<file path="src/hw/rtl/scef_pkg.sv">
package scef_pkg;

    // command opcodes as they arrive on the input
    typedef enum logic [2:0] {
        OP_SET_TARGET = 3'd0,
        OP_SET_SPEED  = 3'd1,
        OP_SET_ACCEL  = 3'd2,
        OP_GET_POS    = 3'd3,
        OP_GET_MOVING = 3'd4,
        OP_GET_ERRORS = 3'd5,
        OP_GO_HOME    = 3'd6
    } t_op;

    // command bytes on the wire
    localparam logic [7:0] CMD_SET_TARGET = 8'h84;
    localparam logic [7:0] CMD_SET_SPEED  = 8'h87;
    localparam logic [7:0] CMD_SET_ACCEL  = 8'h89;
    localparam logic [7:0] CMD_GET_POS    = 8'h90;
    localparam logic [7:0] CMD_GET_MOVING = 8'h93;
    localparam logic [7:0] CMD_GET_ERRORS = 8'hA1;
    localparam logic [7:0] CMD_GO_HOME    = 8'hA2;

    // crc-7, reflected polynomial
    localparam logic [7:0] CRC7_POLY = 8'h91;

    // descriptor queue between front and back
    localparam int Q_DEPTH   = 2;
    localparam int Q_PTR_W   = $clog2(Q_DEPTH);
    localparam int Q_CNT_W   = $clog2(Q_DEPTH + 1);

    // frame byte positions
    localparam logic [2:0] POS_CMD     = 3'd0;
    localparam logic [2:0] POS_CHANNEL = 3'd1;
    localparam logic [2:0] POS_LOW     = 3'd2;
    localparam logic [2:0] POS_HIGH    = 3'd3;

    // one classified command, ready to be serialized
    typedef struct packed {
        logic [7:0] cmd_byte;
        logic [6:0] channel;
        logic [6:0] data_low;
        logic [6:0] data_high;
        logic [2:0] n_data;   // command bytes in the frame: 1, 2 or 4
        logic       crc_en;   // append a crc byte after the command bytes
    } t_frame_desc;

    // one crc-7 byte update, lsb first
    function automatic logic [7:0] crc7_update(input logic [7:0] crc, input logic [7:0] data);
        logic [7:0] c;
        c = crc ^ data;
        for (int k = 0; k < 8; k++) begin
            if (c[0]) begin
                c = c ^ CRC7_POLY;
            end
            c = c >> 1;
        end
        return c;
    endfunction

endpackage

</file>
<file path="src/hw/rtl/scef_front.sv">
module scef_front (
    input  logic                 i_clk,
    input  logic                 i_rst_n,
    input  logic                 push,
    output logic                 full,
    input  logic [2:0]           i_op,
    input  logic [6:0]           i_channel,
    input  logic [11:0]          i_value,
    input  logic                 i_cfg_wr_en,
    input  logic                 i_cfg_wr_data,
    input  logic                 i_q_full,
    output logic                 o_q_wr,
    output scef_pkg::t_frame_desc o_q_desc
);
    import scef_pkg::*;

    logic r_crc_enable;
    logic op_ok;

    // crc enable register
    always_ff @(posedge i_clk) begin
        if (!i_rst_n) begin
            r_crc_enable <= 1'b0;
        end else if (i_cfg_wr_en) begin
            r_crc_enable <= i_cfg_wr_data;
        end
    end

    // classify the command: command byte and frame length
    // operands: value times four split into two 7-bit bytes
    always_comb begin
        op_ok              = 1'b1;
        o_q_desc.cmd_byte  = CMD_GO_HOME;
        o_q_desc.n_data    = 3'd1;
        o_q_desc.channel   = i_channel;
        o_q_desc.data_low  = {i_value[4:0], 2'b00};
        o_q_desc.data_high = i_value[11:5];
        o_q_desc.crc_en    = r_crc_enable;
        unique case (i_op)
            OP_SET_TARGET: begin
                o_q_desc.cmd_byte = CMD_SET_TARGET;
                o_q_desc.n_data   = 3'd4;
            end
            OP_SET_SPEED: begin
                o_q_desc.cmd_byte = CMD_SET_SPEED;
                o_q_desc.n_data   = 3'd4;
            end
            OP_SET_ACCEL: begin
                o_q_desc.cmd_byte = CMD_SET_ACCEL;
                o_q_desc.n_data   = 3'd4;
            end
            OP_GET_POS: begin
                o_q_desc.cmd_byte = CMD_GET_POS;
                o_q_desc.n_data   = 3'd2;
            end
            OP_GET_MOVING: begin
                o_q_desc.cmd_byte = CMD_GET_MOVING;
            end
            OP_GET_ERRORS: begin
                o_q_desc.cmd_byte = CMD_GET_ERRORS;
            end
            OP_GO_HOME: begin
                o_q_desc.cmd_byte = CMD_GO_HOME;
            end
            default: begin
                op_ok = 1'b0;
            end
        endcase
    end

    // undefined op is taken and dropped
    assign full   = i_q_full;
    assign o_q_wr = push && !i_q_full && op_ok;

endmodule

</file>
<file path="src/hw/rtl/scef_queue.sv">
module scef_queue (
    input  logic                  i_clk,
    input  logic                  i_rst_n,
    input  logic                  i_wr,
    input  scef_pkg::t_frame_desc i_wr_desc,
    input  logic                  i_rd,
    output scef_pkg::t_frame_desc o_rd_desc,
    output logic                  o_full,
    output logic                  o_empty
);
    import scef_pkg::*;

    t_frame_desc          r_mem [Q_DEPTH];
    logic [Q_PTR_W-1:0]   r_wr_ptr;
    logic [Q_PTR_W-1:0]   r_rd_ptr;
    logic [Q_CNT_W-1:0]   r_count;
    logic                 wr_en;
    logic                 rd_en;

    assign o_full  = (r_count == Q_CNT_W'(Q_DEPTH));
    assign o_empty = (r_count == '0);
    assign wr_en   = i_wr && !o_full;
    assign rd_en   = i_rd && !o_empty;

    // storage
    always_ff @(posedge i_clk) begin
        if (wr_en) begin
            r_mem[r_wr_ptr] <= i_wr_desc;
        end
    end

    assign o_rd_desc = r_mem[r_rd_ptr];

    // pointers and fill count
    always_ff @(posedge i_clk) begin
        if (!i_rst_n) begin
            r_wr_ptr <= '0;
            r_rd_ptr <= '0;
            r_count  <= '0;
        end else begin
            if (wr_en) begin
                r_wr_ptr <= (r_wr_ptr == Q_PTR_W'(Q_DEPTH - 1)) ? '0 : r_wr_ptr + 1'b1;
            end
            if (rd_en) begin
                r_rd_ptr <= (r_rd_ptr == Q_PTR_W'(Q_DEPTH - 1)) ? '0 : r_rd_ptr + 1'b1;
            end
            if (wr_en && !rd_en) begin
                r_count <= r_count + 1'b1;
            end else if (rd_en && !wr_en) begin
                r_count <= r_count - 1'b1;
            end
        end
    end

endmodule

</file>
<file path="src/hw/rtl/scef_back.sv">
module scef_back (
    input  logic                  i_clk,
    input  logic                  i_rst_n,
    input  logic                  i_q_empty,
    input  scef_pkg::t_frame_desc i_q_desc,
    output logic                  o_q_rd,
    output logic                  empty,
    input  logic                  pop,
    output logic [7:0]            o_frame_byte,
    output logic                  o_last
);
    import scef_pkg::*;

    logic [2:0] r_pos;
    logic [7:0] r_crc;
    logic       r_out_valid;
    logic [7:0] r_out_byte;
    logic       r_out_last;

    logic       advance;
    logic [2:0] total;
    logic       is_last;
    logic [7:0] cur_byte;
    logic [7:0] crc_base;
    logic [7:0] n_crc;

    // move a byte to the output register when it is free or being popped
    assign advance = !i_q_empty && (!r_out_valid || pop);
    assign total   = i_q_desc.n_data + {2'b00, i_q_desc.crc_en};
    assign is_last = (r_pos == total - 3'd1);

    // select the byte at the current position
    always_comb begin
        priority if (i_q_desc.crc_en && r_pos == i_q_desc.n_data) begin
            cur_byte = r_crc;
        end else if (r_pos == POS_CMD) begin
            cur_byte = i_q_desc.cmd_byte;
        end else if (r_pos == POS_CHANNEL) begin
            cur_byte = {1'b0, i_q_desc.channel};
        end else if (r_pos == POS_LOW) begin
            cur_byte = {1'b0, i_q_desc.data_low};
        end else begin
            cur_byte = {1'b0, i_q_desc.data_high};
        end
    end

    // running crc, restarted on each frame
    assign crc_base = (r_pos == POS_CMD) ? 8'h00 : r_crc;
    assign n_crc    = crc7_update(crc_base, cur_byte);

    // byte position and crc
    always_ff @(posedge i_clk) begin
        if (!i_rst_n) begin
            r_pos <= POS_CMD;
        end else if (advance) begin
            r_pos <= is_last ? POS_CMD : r_pos + 3'd1;
        end
    end

    always_ff @(posedge i_clk) begin
        if (advance) begin
            r_crc <= n_crc;
        end
    end

    // output register
    always_ff @(posedge i_clk) begin
        if (!i_rst_n) begin
            r_out_valid <= 1'b0;
        end else if (advance) begin
            r_out_valid <= 1'b1;
        end else if (pop) begin
            r_out_valid <= 1'b0;
        end
    end

    always_ff @(posedge i_clk) begin
        if (advance) begin
            r_out_byte <= cur_byte;
            r_out_last <= is_last;
        end
    end

    assign o_q_rd       = advance && is_last;
    assign empty        = !r_out_valid;
    assign o_frame_byte = r_out_byte;
    assign o_last       = r_out_last;

endmodule

</file>
<file path="src/hw/rtl/servo_command_frame_encoder_unit.sv">
// channel   | direction | handshake    | beat
// command   | in        | push / full  | op, channel, value
// frame     | out       | pop / empty  | frame_byte, last
// config    | in        | i_cfg_wr_en  | crc_enable
//
// a command is classified combinationally and lands in the queue at its beat; the
// back then sends one frame byte per cycle while its output is free or being popped
// a two-deep descriptor queue lets commands land while a frame is still going out;
// full rises while it holds two commands, and a pop held low stalls the back
// the first byte passes the queue and then the output register before it shows
// synchronous active-low reset empties the queue and output and clears crc_enable
module servo_command_frame_encoder_unit (
    input  logic        i_clk,
    input  logic        i_rst_n,
    input  logic        push,
    output logic        full,
    input  logic [2:0]  i_op,
    input  logic [6:0]  i_channel,
    input  logic [11:0] i_value,
    output logic        empty,
    input  logic        pop,
    output logic [7:0]  o_frame_byte,
    output logic        o_last,
    input  logic        i_cfg_wr_en,
    input  logic        i_cfg_wr_data
);
    import scef_pkg::*;

    logic        q_wr;
    logic        q_rd;
    logic        q_full;
    logic        q_empty;
    t_frame_desc q_wr_desc;
    t_frame_desc q_rd_desc;

    // front: accept and classify
    scef_front u_front (
        .i_clk         (i_clk),
        .i_rst_n       (i_rst_n),
        .push          (push),
        .full          (full),
        .i_op          (i_op),
        .i_channel     (i_channel),
        .i_value       (i_value),
        .i_cfg_wr_en   (i_cfg_wr_en),
        .i_cfg_wr_data (i_cfg_wr_data),
        .i_q_full      (q_full),
        .o_q_wr        (q_wr),
        .o_q_desc      (q_wr_desc)
    );

    // descriptor queue
    scef_queue u_queue (
        .i_clk     (i_clk),
        .i_rst_n   (i_rst_n),
        .i_wr      (q_wr),
        .i_wr_desc (q_wr_desc),
        .i_rd      (q_rd),
        .o_rd_desc (q_rd_desc),
        .o_full    (q_full),
        .o_empty   (q_empty)
    );

    // back: serialize, appending crc when enabled
    scef_back u_back (
        .i_clk        (i_clk),
        .i_rst_n      (i_rst_n),
        .i_q_empty    (q_empty),
        .i_q_desc     (q_rd_desc),
        .o_q_rd       (q_rd),
        .empty        (empty),
        .pop          (pop),
        .o_frame_byte (o_frame_byte),
        .o_last       (o_last)
    );

endmodule
</file>
<file path="config.mk">
export PLATFORM = sky130hd
export DESIGN_NAME = servo_command_frame_encoder_unit
export DESIGN_NICKNAME = d
export VERILOG_FILES = /design/src/hw/rtl/scef_pkg.sv /design/src/hw/rtl/scef_front.sv /design/src/hw/rtl/scef_queue.sv /design/src/hw/rtl/scef_back.sv /design/src/hw/rtl/servo_command_frame_encoder_unit.sv
export SDC_FILE = /design/constraint.sdc
export NUM_CORES = 1
export LEC_CHECK = 0
export ABC_CLOCK_PERIOD_IN_PS = 3400
export BUFFER_PORTS_ARGS = -buffer_cell sky130_fd_sc_hd__buf_2
export CORE_UTILIZATION = 46
export DETAILED_ROUTE_END_ITERATION = 10
export PLACE_DENSITY_LB_ADDON = 0.2
export SLEW_MARGIN = 20
export SYNTH_ARGS = -nofsm -noshare
export SYNTH_HDL_FRONTEND = slang
export SYNTH_HIERARCHICAL = 1
export SYNTH_SLANG_ARGS = --single-unit
export TNS_END_PERCENT = 5
</file>
<file path="constraint.sdc">
create_clock -name i_clk -period 3.4 [get_ports i_clk]
set_clock_uncertainty 0.1 [all_clocks]
set_input_delay 0 -clock i_clk [delete_from_list [all_inputs] [get_ports i_clk]]
set_output_delay 0 -clock i_clk [all_outputs]
set_load 0.01 [all_outputs]
</file>
==> Word level (Yosys, flattened, before mapping) <==
Memory sizes are Yosys's and may differ from the RTL's. A register that Yosys moved wholly into a read port is not among the register bits.
Cells that the tools add are included.
{ "op_classes": {"n_addsub": 7, "n_eq_ne": 11, "mux": 27, "bitwise_logic": 9, "n_reduce_logical": 22} }
{ "op_table": {"columns": ["operator", "count"], "rows": [
  ["two-way mux 8 bit", 9],
  ["one-hot mux 6 bit (6 select lines)", 1],
  ["two-way mux 7 bit", 3],
  ["NOT 2 -> 3 bit", 7],
  ["== test 3 x 2 -> 1 bit (second input constant)", 3],
  ["== test 3 bit (second input constant)", 3],
  ["logical AND 1 bit", 9],
  ["two-way mux 1 bit", 9],
  ["XOR 8 bit", 1],
  ["OR reduction 7 bit", 1],
  ["== test 3 x 1 -> 1 bit (second input constant)", 2],
  ["== test 3 bit", 2],
  ["logical NOT 3 bit", 2],
  ["one-hot mux 3 bit (2 select lines)", 1],
  ["logical NOT 1 bit", 5],
  ["two-way mux 5 bit", 1],
  ["two-way mux 2 bit", 2],
  ["nonzero test 2 bit", 2],
  ["adder 3 x 1 -> 3 bit", 1],
  ["adder 3 x 1 -> 3 bit (second input constant)", 1],
  ["two-way mux 3 bit", 1],
  ["NOT 3 bit", 1],
  ["OR reduction 3 bit", 1],
  ["subtractor 3 x 1 -> 3 bit (second input constant)", 1],
  ["other kinds (6)", 7]
]} }
{ "word_totals": {"regBits": 25, "ramBits": 58, "in_bits": 28, "output_inout_bits": 11, "wordCells": 87, "mem_count": 1} }
{ "memory_table": {"columns": ["memory", "depth", "word_bits", "read_ports", "rd_clocked_by_memory_dff", "wr", "line_no", "source"], "rows": [
  ["u_queue.r_mem", 2, 29, 1, 1, 1, "scef_queue.sv:13", "t_frame_desc r_mem [Q_DEPTH];"]
]} }

==> Logic depth before layout (Yosys ltp) <==
Gate-level depths: netlist of run 1.
{ "depth": {"word_depth": 22, "depth_mapped": 14, "mapped_depth_nobuf": 12} }

==> Cells and area by module <==
Netlist of run 1, hierarchy kept.
{ "by_module_without_submodules": {"columns": ["module", "n_inst", "cells_per_inst", "area_each_um2", "seq_area_each_um2"], "rows": [
  ["scef_queue", 1, 128, 2607.5, 2082.0],
  ["scef_back", 1, 158, 1557.7, 560.5],
  ["scef_front", 1, 46, 342.8, 20.0]
]} }

==> Worst setup path after synthesis of run 1 <==
Ideal clock, no wire load.
{ "synth_path": {"path_kind": "flip-flop to flip-flop", "startpoint": "reg (tool-made name)", "endpoint": "reg u_queue.r_count[1]", "setup_time_ps": 70, "arrival_time_ps": 2688, "required_time_ps": 3230, "slack_ps": 542, "path_stages_with_launch": 14, "path_buffers": 2, "synth_period_minus_slack_ps": 2858, "cell_sequence": "dfxtp_1 buf_2 buf_2 mux2_2 inv_1 ha_1 ha_1 xnor2_1 nor3_1 and2_1 o21ai_1 ha_1 or3_1 a21boi_1"} }
{ "synth_rtl": {"columns": ["element", "line_no", "source"], "rows": [
  ["end signal: assignment", "scef_queue.sv:48", "r_count <= r_count + 1'b1;"],
  ["end signal: assignment", "scef_queue.sv:50", "r_count <= r_count - 1'b1;"],
  ["end: declaration", "scef_queue.sv:16", "logic [Q_CNT_W-1:0] r_count;"]
]} }

==> results of run 1 <==
## per-stage QoR
step                      instances  power (mW)   util  area, um^2  setup WS, ns
after floorplan                 334        3.05      -        4520         0.542
after global placement          469        3.43  0.498        4670         0.542
after detailed placement        469        3.47  0.498        4670         0.499
after CTS                       513        4.24  0.550        5150         0.472
after global routing            513        4.48  0.550        5150         0.342
final                           513        4.20  0.550        5150         0.492
## logic make-up after synthesis
kind of cell | count (synthesis) | share of synthesized area
XOR/XNOR | 22 | 0.0444
flip-flops | 92 | 0.591
AND/OR/NAND/NOR | 74 | 0.0919
adder cells (fa/ha/maj) | 7 | 0.0194
buffers and inverters | 49 | 0.0694
other | 2 | 0.00167
multiplexers | 37 | 0.0913
AO/OA/AOI/OAI | 49 | 0.0913
## worst max-delay path by stage
stage / end / slack, ns / cells past startpoint
detailed placement: u_back/r_crc[1] / 0.50 / 8
finish: u_back/r_crc[1] / 0.49 / 8
CTS: u_back/r_crc[1] / 0.47 / 8
floorplan: u_queue/r_count[1] / 0.54 / 13
global placement: u_back/r_crc[1] / 0.54 / 8
global route: u_back/r_crc[1] / 0.34 / 8
## layout make-up
cell class | instances | area [um^2]
Inverter | 9 | 33.8
Timing Repair Buffer | 74 | 543
Sequential cell | 92 | 2660
Clock inverter | 7 | 77.6
Fill cell | 801 | 4220
Multi-Input combinational cell | 193 | 1550
Tap cell | 129 | 161
Clock buffer | 9 | 124
## sequential cells by signal, summed over array words and instances (netlist names), named ones only
| register | flops |
|---|---|
| u_queue/r_wr_ptr | 1 |
| u_queue/r_count | 2 |
| u_queue/r_mem | 66 |
| u_queue/r_rd_ptr | 1 |
| u_back/r_out_valid | 1 |
| u_back/o_frame_byte | 8 |
| u_back/r_pos | 3 |
| u_back/r_crc | 7 |
| u_back/o_last | 1 |
| u_front/r_crc_enable | 1 |
## synth_stat cells (all sizes together) (2+ instances only)
library cell   n
o31ai          7
a21o           2
o211ai         5
and2           5
xor2           5
o21a           6
ha             7
nand3b         2
clkbuf         4
dfxtp         10
mux2i          4
nor2          14
inv            9
nand2b         6
edfxtp        82
or3b           5
nor3           3
buf           36
nand2         14
mux2          33
a221oi         6
conb           2
a21oi          5
or2            6
o21ai          4
a21boi         3
o221ai         5
xnor2         17
nor2b          7
and3           7
## worst min-delay path, delay by kind of cell
kind | cells | cell delay (ns)
compound gates | 3 | 0.35
buf+inv | 2 | 0.13
## metal layers
| metal | vias up | global-route usage | routed length [um] |
|---|---|---|---|
| met5 | - | 0 | 0 |
| met4 | 0 | 0.0580 | 114 |
| met3 | 11 | 0.0388 | 296 |
| met2 | 49 | 0.262 | 3570 |
| met1 | 1242 | 0.229 | 3840 |
| li1 | 1286 | - | - |
## power groups by stage
stage          clock network (mW)  logic [mW]  registers [mW]
2_1_floorplan                   0        1.21            1.85
3_3_place_gp                    0        1.59            1.84
3_5_place_dp                    0        1.62            1.84
4_1_cts                     0.760        1.66            1.82
5_1_grt                     0.806        1.83            1.85
6_report                    0.736        1.64            1.82
==> results.cfg, run 1 <==
[power_and_ir_drop]
p_sw_mw = 1.44
power_frac_comb = 0.391
vdd_ir_drop_max_v = 0.000369
cellLeakagePower_nw = 1.86
power.internal_mw = 2.76
p_sw_frac = 0.343
seqPwrFrac = 0.433
pwr-share-clk = 0.175
powerDensity_nw_per_um2 = 815

[die]
rows = 35
dieArea_um2 = 10200
core-area_um2 = 9370
start_util = 0.481
die_h_um = 101
io_pins = 39
die_x_um = 101

[timing]
post-route-period-util = 0.855
hold_viol = 0
worst_slew_pin_slew_ns = 0.713
finalMaxSlewViolations = 0
hold_ws_ns = 0.0566
max_freq_ghz = 0.344
rsz0062_at_grt = false
min_period_ns = 2.91
setup_violations = 0
maxSlewHeadroom = 0.523
tns_ns = 0

[logic_synthesis]
avgSynthCellArea_um2 = 13.6
synth-seq-cells = 92
ys_warn_count = 6
synthCells = 332
yosysTopAreaCell = edfxtp_1
ys_types = 52
synth_flop_cell = edfxtp_1
async_flop_share = 0
synth_area_um2 = 4510
synth_edf_count = 82
yosysSeqAreaShare = 0.591
ys_top_cells_by_area = edfxtp_1 (55%), mux2_2 (8.2%), buf_4 (4.5%)
yosys.area.top_type_share = 0.546

[worst_hold_path]
hold_end = u_queue/r_wr_ptr
hold_start = push
worstHoldPathType = primary input to register
min_path_cells = 5

[critical_path]
crit_chain = buf_4, mux2_2, or3b_1, o221ai_2, o31ai_1, a221oi_2, xor2_1, xnor2_1
path_max_fanout = 29
path_buf_inv = 1
cp_slowest_stage_delay_ns = 0.44
crit_family = compound AO/OA/AOI/OAI gates
cp-end-kind = register
worstReg2RegEnd = u_back/r_crc[1]
crit_required_ns = 3.40
slowest_stage = dfxtp_1
cp.arrival_ns = 2.90
rrSetupSlack_ns = 0.49
crit_type = register to register
cp-start-kind = register
worstRegToRegCells = 8

[clocking]
clk_path_buf_depth = 2
cts_htree_levels = 3
cts_setup_buffers = 0
cts_hold_buf = 28
clock_latency_ns = 0.35
cts_resized = 0
cts_tree = built
clock_sinks = 92
cts-root-buf = clkbuf_8
clk_pin_slew_ns = 0.10
cts_made_buffers = 9

[final_layout]
diodes = 0
finalNetCount = 414
mostFrequentLayoutCells = edfxtp_1 (82), buf_2 (38), mux2_2 (33)
area_growth_syn_to_layout_pct = 14.3
layout-drive-gt1-share = 0.284
final_common_cell = edfxtp_1

[job]
drv_cap = 0

[drt]
drt_pass1_iterations = 4
drtIter0Drc = 147
postRouteAntennaNets = 0
wl_per_cell_um = 15.2
drc_errors = 0
wl_um = 7820
routed_via_density = 5.04
num_vias = 2588

[grt]
grt_pass1_wl_um = 12800
grt_max_degree = 32
antenna_found_initial = 0
gr-total-overflow = 0
track_usage = 0.167
grt_pass1_vias = 2550

[place]
portBuffers = 38
place.detailed.hpwl_um = 5220
gp_congestion = 0.754

[run_status]
status = finished, final reports clean
No activity file was read; power rests on OpenSTA's default activity.
==> inputs of run 2 (changes only) <==
CAP_MARGIN = 20   (was unset)
PLACE_DENSITY = 0.68   (was unset)
PLACE_DENSITY_LB_ADDON = unset   (was 0.2)
==> results.cfg, run 2 (synthesis gave the netlist of run 1 again) <==
[run_status]
status = finished, final reports clean

[grt]
grt_pass1_wl_um = 12600
grt_max_degree = 35
use_met3 = 0.0250
grt_pass1_vias = 2630
met1_usage = 0.209
gr-total-overflow = 0
antenna_found_initial = 0
track_usage = 0.167
grt.busiest_layer = met2
gr-usage-met2 = 0.283

[die]
io_pins = 39
die_x_um = 101
die_h_um = 101
rows = 35
core-area_um2 = 9370
start_util = 0.481
dieArea_um2 = 10200

[clocking]
cts_tree = built
clock_sinks = 92
cts_htree_levels = 3
cts-root-buf = clkbuf_8
cts_setup_buffers = 0
cts_resized = 0
clk_path_buf_depth = 2
cts_made_buffers = 9
clock_latency_ns = 0.36
cts_hold_buf = 27
clk_pin_slew_ns = 0.09

[timing]
finalMaxSlewViolations = 0
hold_viol = 0
rsz0062_at_grt = false
max_freq_ghz = 0.341
worst_slew_pin_slew_ns = 0.649
tns_ns = 0
maxSlewHeadroom = 0.565
min_period_ns = 2.93
setup_violations = 0
post-route-period-util = 0.863

[worst_hold_path]
min_path_cells = 5
hold_end = u_queue/r_wr_ptr
worstHoldPathType = primary input to register
hold_start = push

[final_layout]
utilization = 0.555
fin_cells = 512
largest-register = u_queue/r_mem
area_growth_syn_to_layout_pct = 15.3
mostFrequentLayoutCells = edfxtp_1 (82), buf_2 (38), mux2_2 (33)
largest_reg_flops = 66
diodes = 0
layout-drive-gt1-share = 0.285
final_common_cell = edfxtp_1
finalNetCount = 413

[power_and_ir_drop]
p_total_mw = 4.41
cellLeakagePower_nw = 1.89
vdd_ir_drop_max_v = 0.000355
powerDensity_nw_per_um2 = 848

[critical_path]
cp-end-kind = register
cp.arrival_ns = 3.13
cp-start-kind = register
worstReg2RegEnd = u_queue/r_count[1]
crit_type = register to register
worstRegToRegCells = 11
path_max_fanout = 15
crit_required_ns = 3.59
rrSetupSlack_ns = 0.47

[place]
gp_congestion = 0.816
dp.cells = 469
portBuffers = 38
place.detailed.hpwl_um = 5050

[drt]
drt_pass1_iterations = 5
postRouteAntennaNets = 0
drc_errors = 0
drtIter0Drc = 97
routed_via_density = 5.14
wl_um = 7830
wl_per_cell_um = 15.3
num_vias = 2631

[job]
drv_cap = 0
run 2: worst max-delay path, stage by stage (launching register included):
cell and delay, ns:
dfxtp_1 0.41, buf_4 0.26, mux2_2 0.38, inv_1 0.07
ha_1 0.23, xnor2_1 0.13, nor3_1 0.19, and2_1 0.18
o21ai_1 0.10, ha_1 0.33, or3_1 0.36, a21boi_1 0.14
run 2: cell type report:
class | count | area [um^2]
sequential | 92 | 2660
tap | 129 | 161
clock inverter | 7 | 146
timing repair buffer | 73 | 520
clock buffer | 9 | 124
multi-input combinational | 193 | 1550
fill | 781 | 4170
inverter | 9 | 33.8
run 2: routing by layer:
metal  share of wire  vias to the layer above
met5               0                        -
met4           0.021                        0
met3           0.053                       13
met2            0.50                       73
met1            0.43                     1261
li1                -                     1284
run 2: power breakdown:
group	internal, mW	switching (mW)
Clock	0.569	0.388
Sequential	1.68	0.143
Combinational	0.718	0.912
run 2: through the flow:
step | cell area [um^2] | setup WS (ns) | hold WS [ns]
6_report | 5200 | 0.467 | 0.0624
5_1_grt | 5200 | 0.205 | 0.0882
4_1_cts | 5200 | 0.457 | 0.0227
3_5_place_dp | 4660 | 0.488 | 0.0916
3_3_place_gp | 4660 | 0.582 | 0.0873
2_1_floorplan | 4520 | 0.542 | 0.0176
run 2: worst max-delay path by stage:
| stage | slack (ns) | from | depth (start not counted) | to |
|---|---|---|---|---|
| final | 0.47 | register | 11 | u_queue/r_count[1] |
| after detailed placement | 0.49 | register | 11 | u_queue/r_count[1] |
| after CTS | 0.46 | register | 11 | u_queue/r_count[1] |
| after global routing | 0.20 | register | 8 | u_back/r_crc[2] |
| after floorplan | 0.54 | register | 13 | u_queue/r_count[1] |
| after global placement | 0.58 | register | 11 | u_queue/r_count[1] |
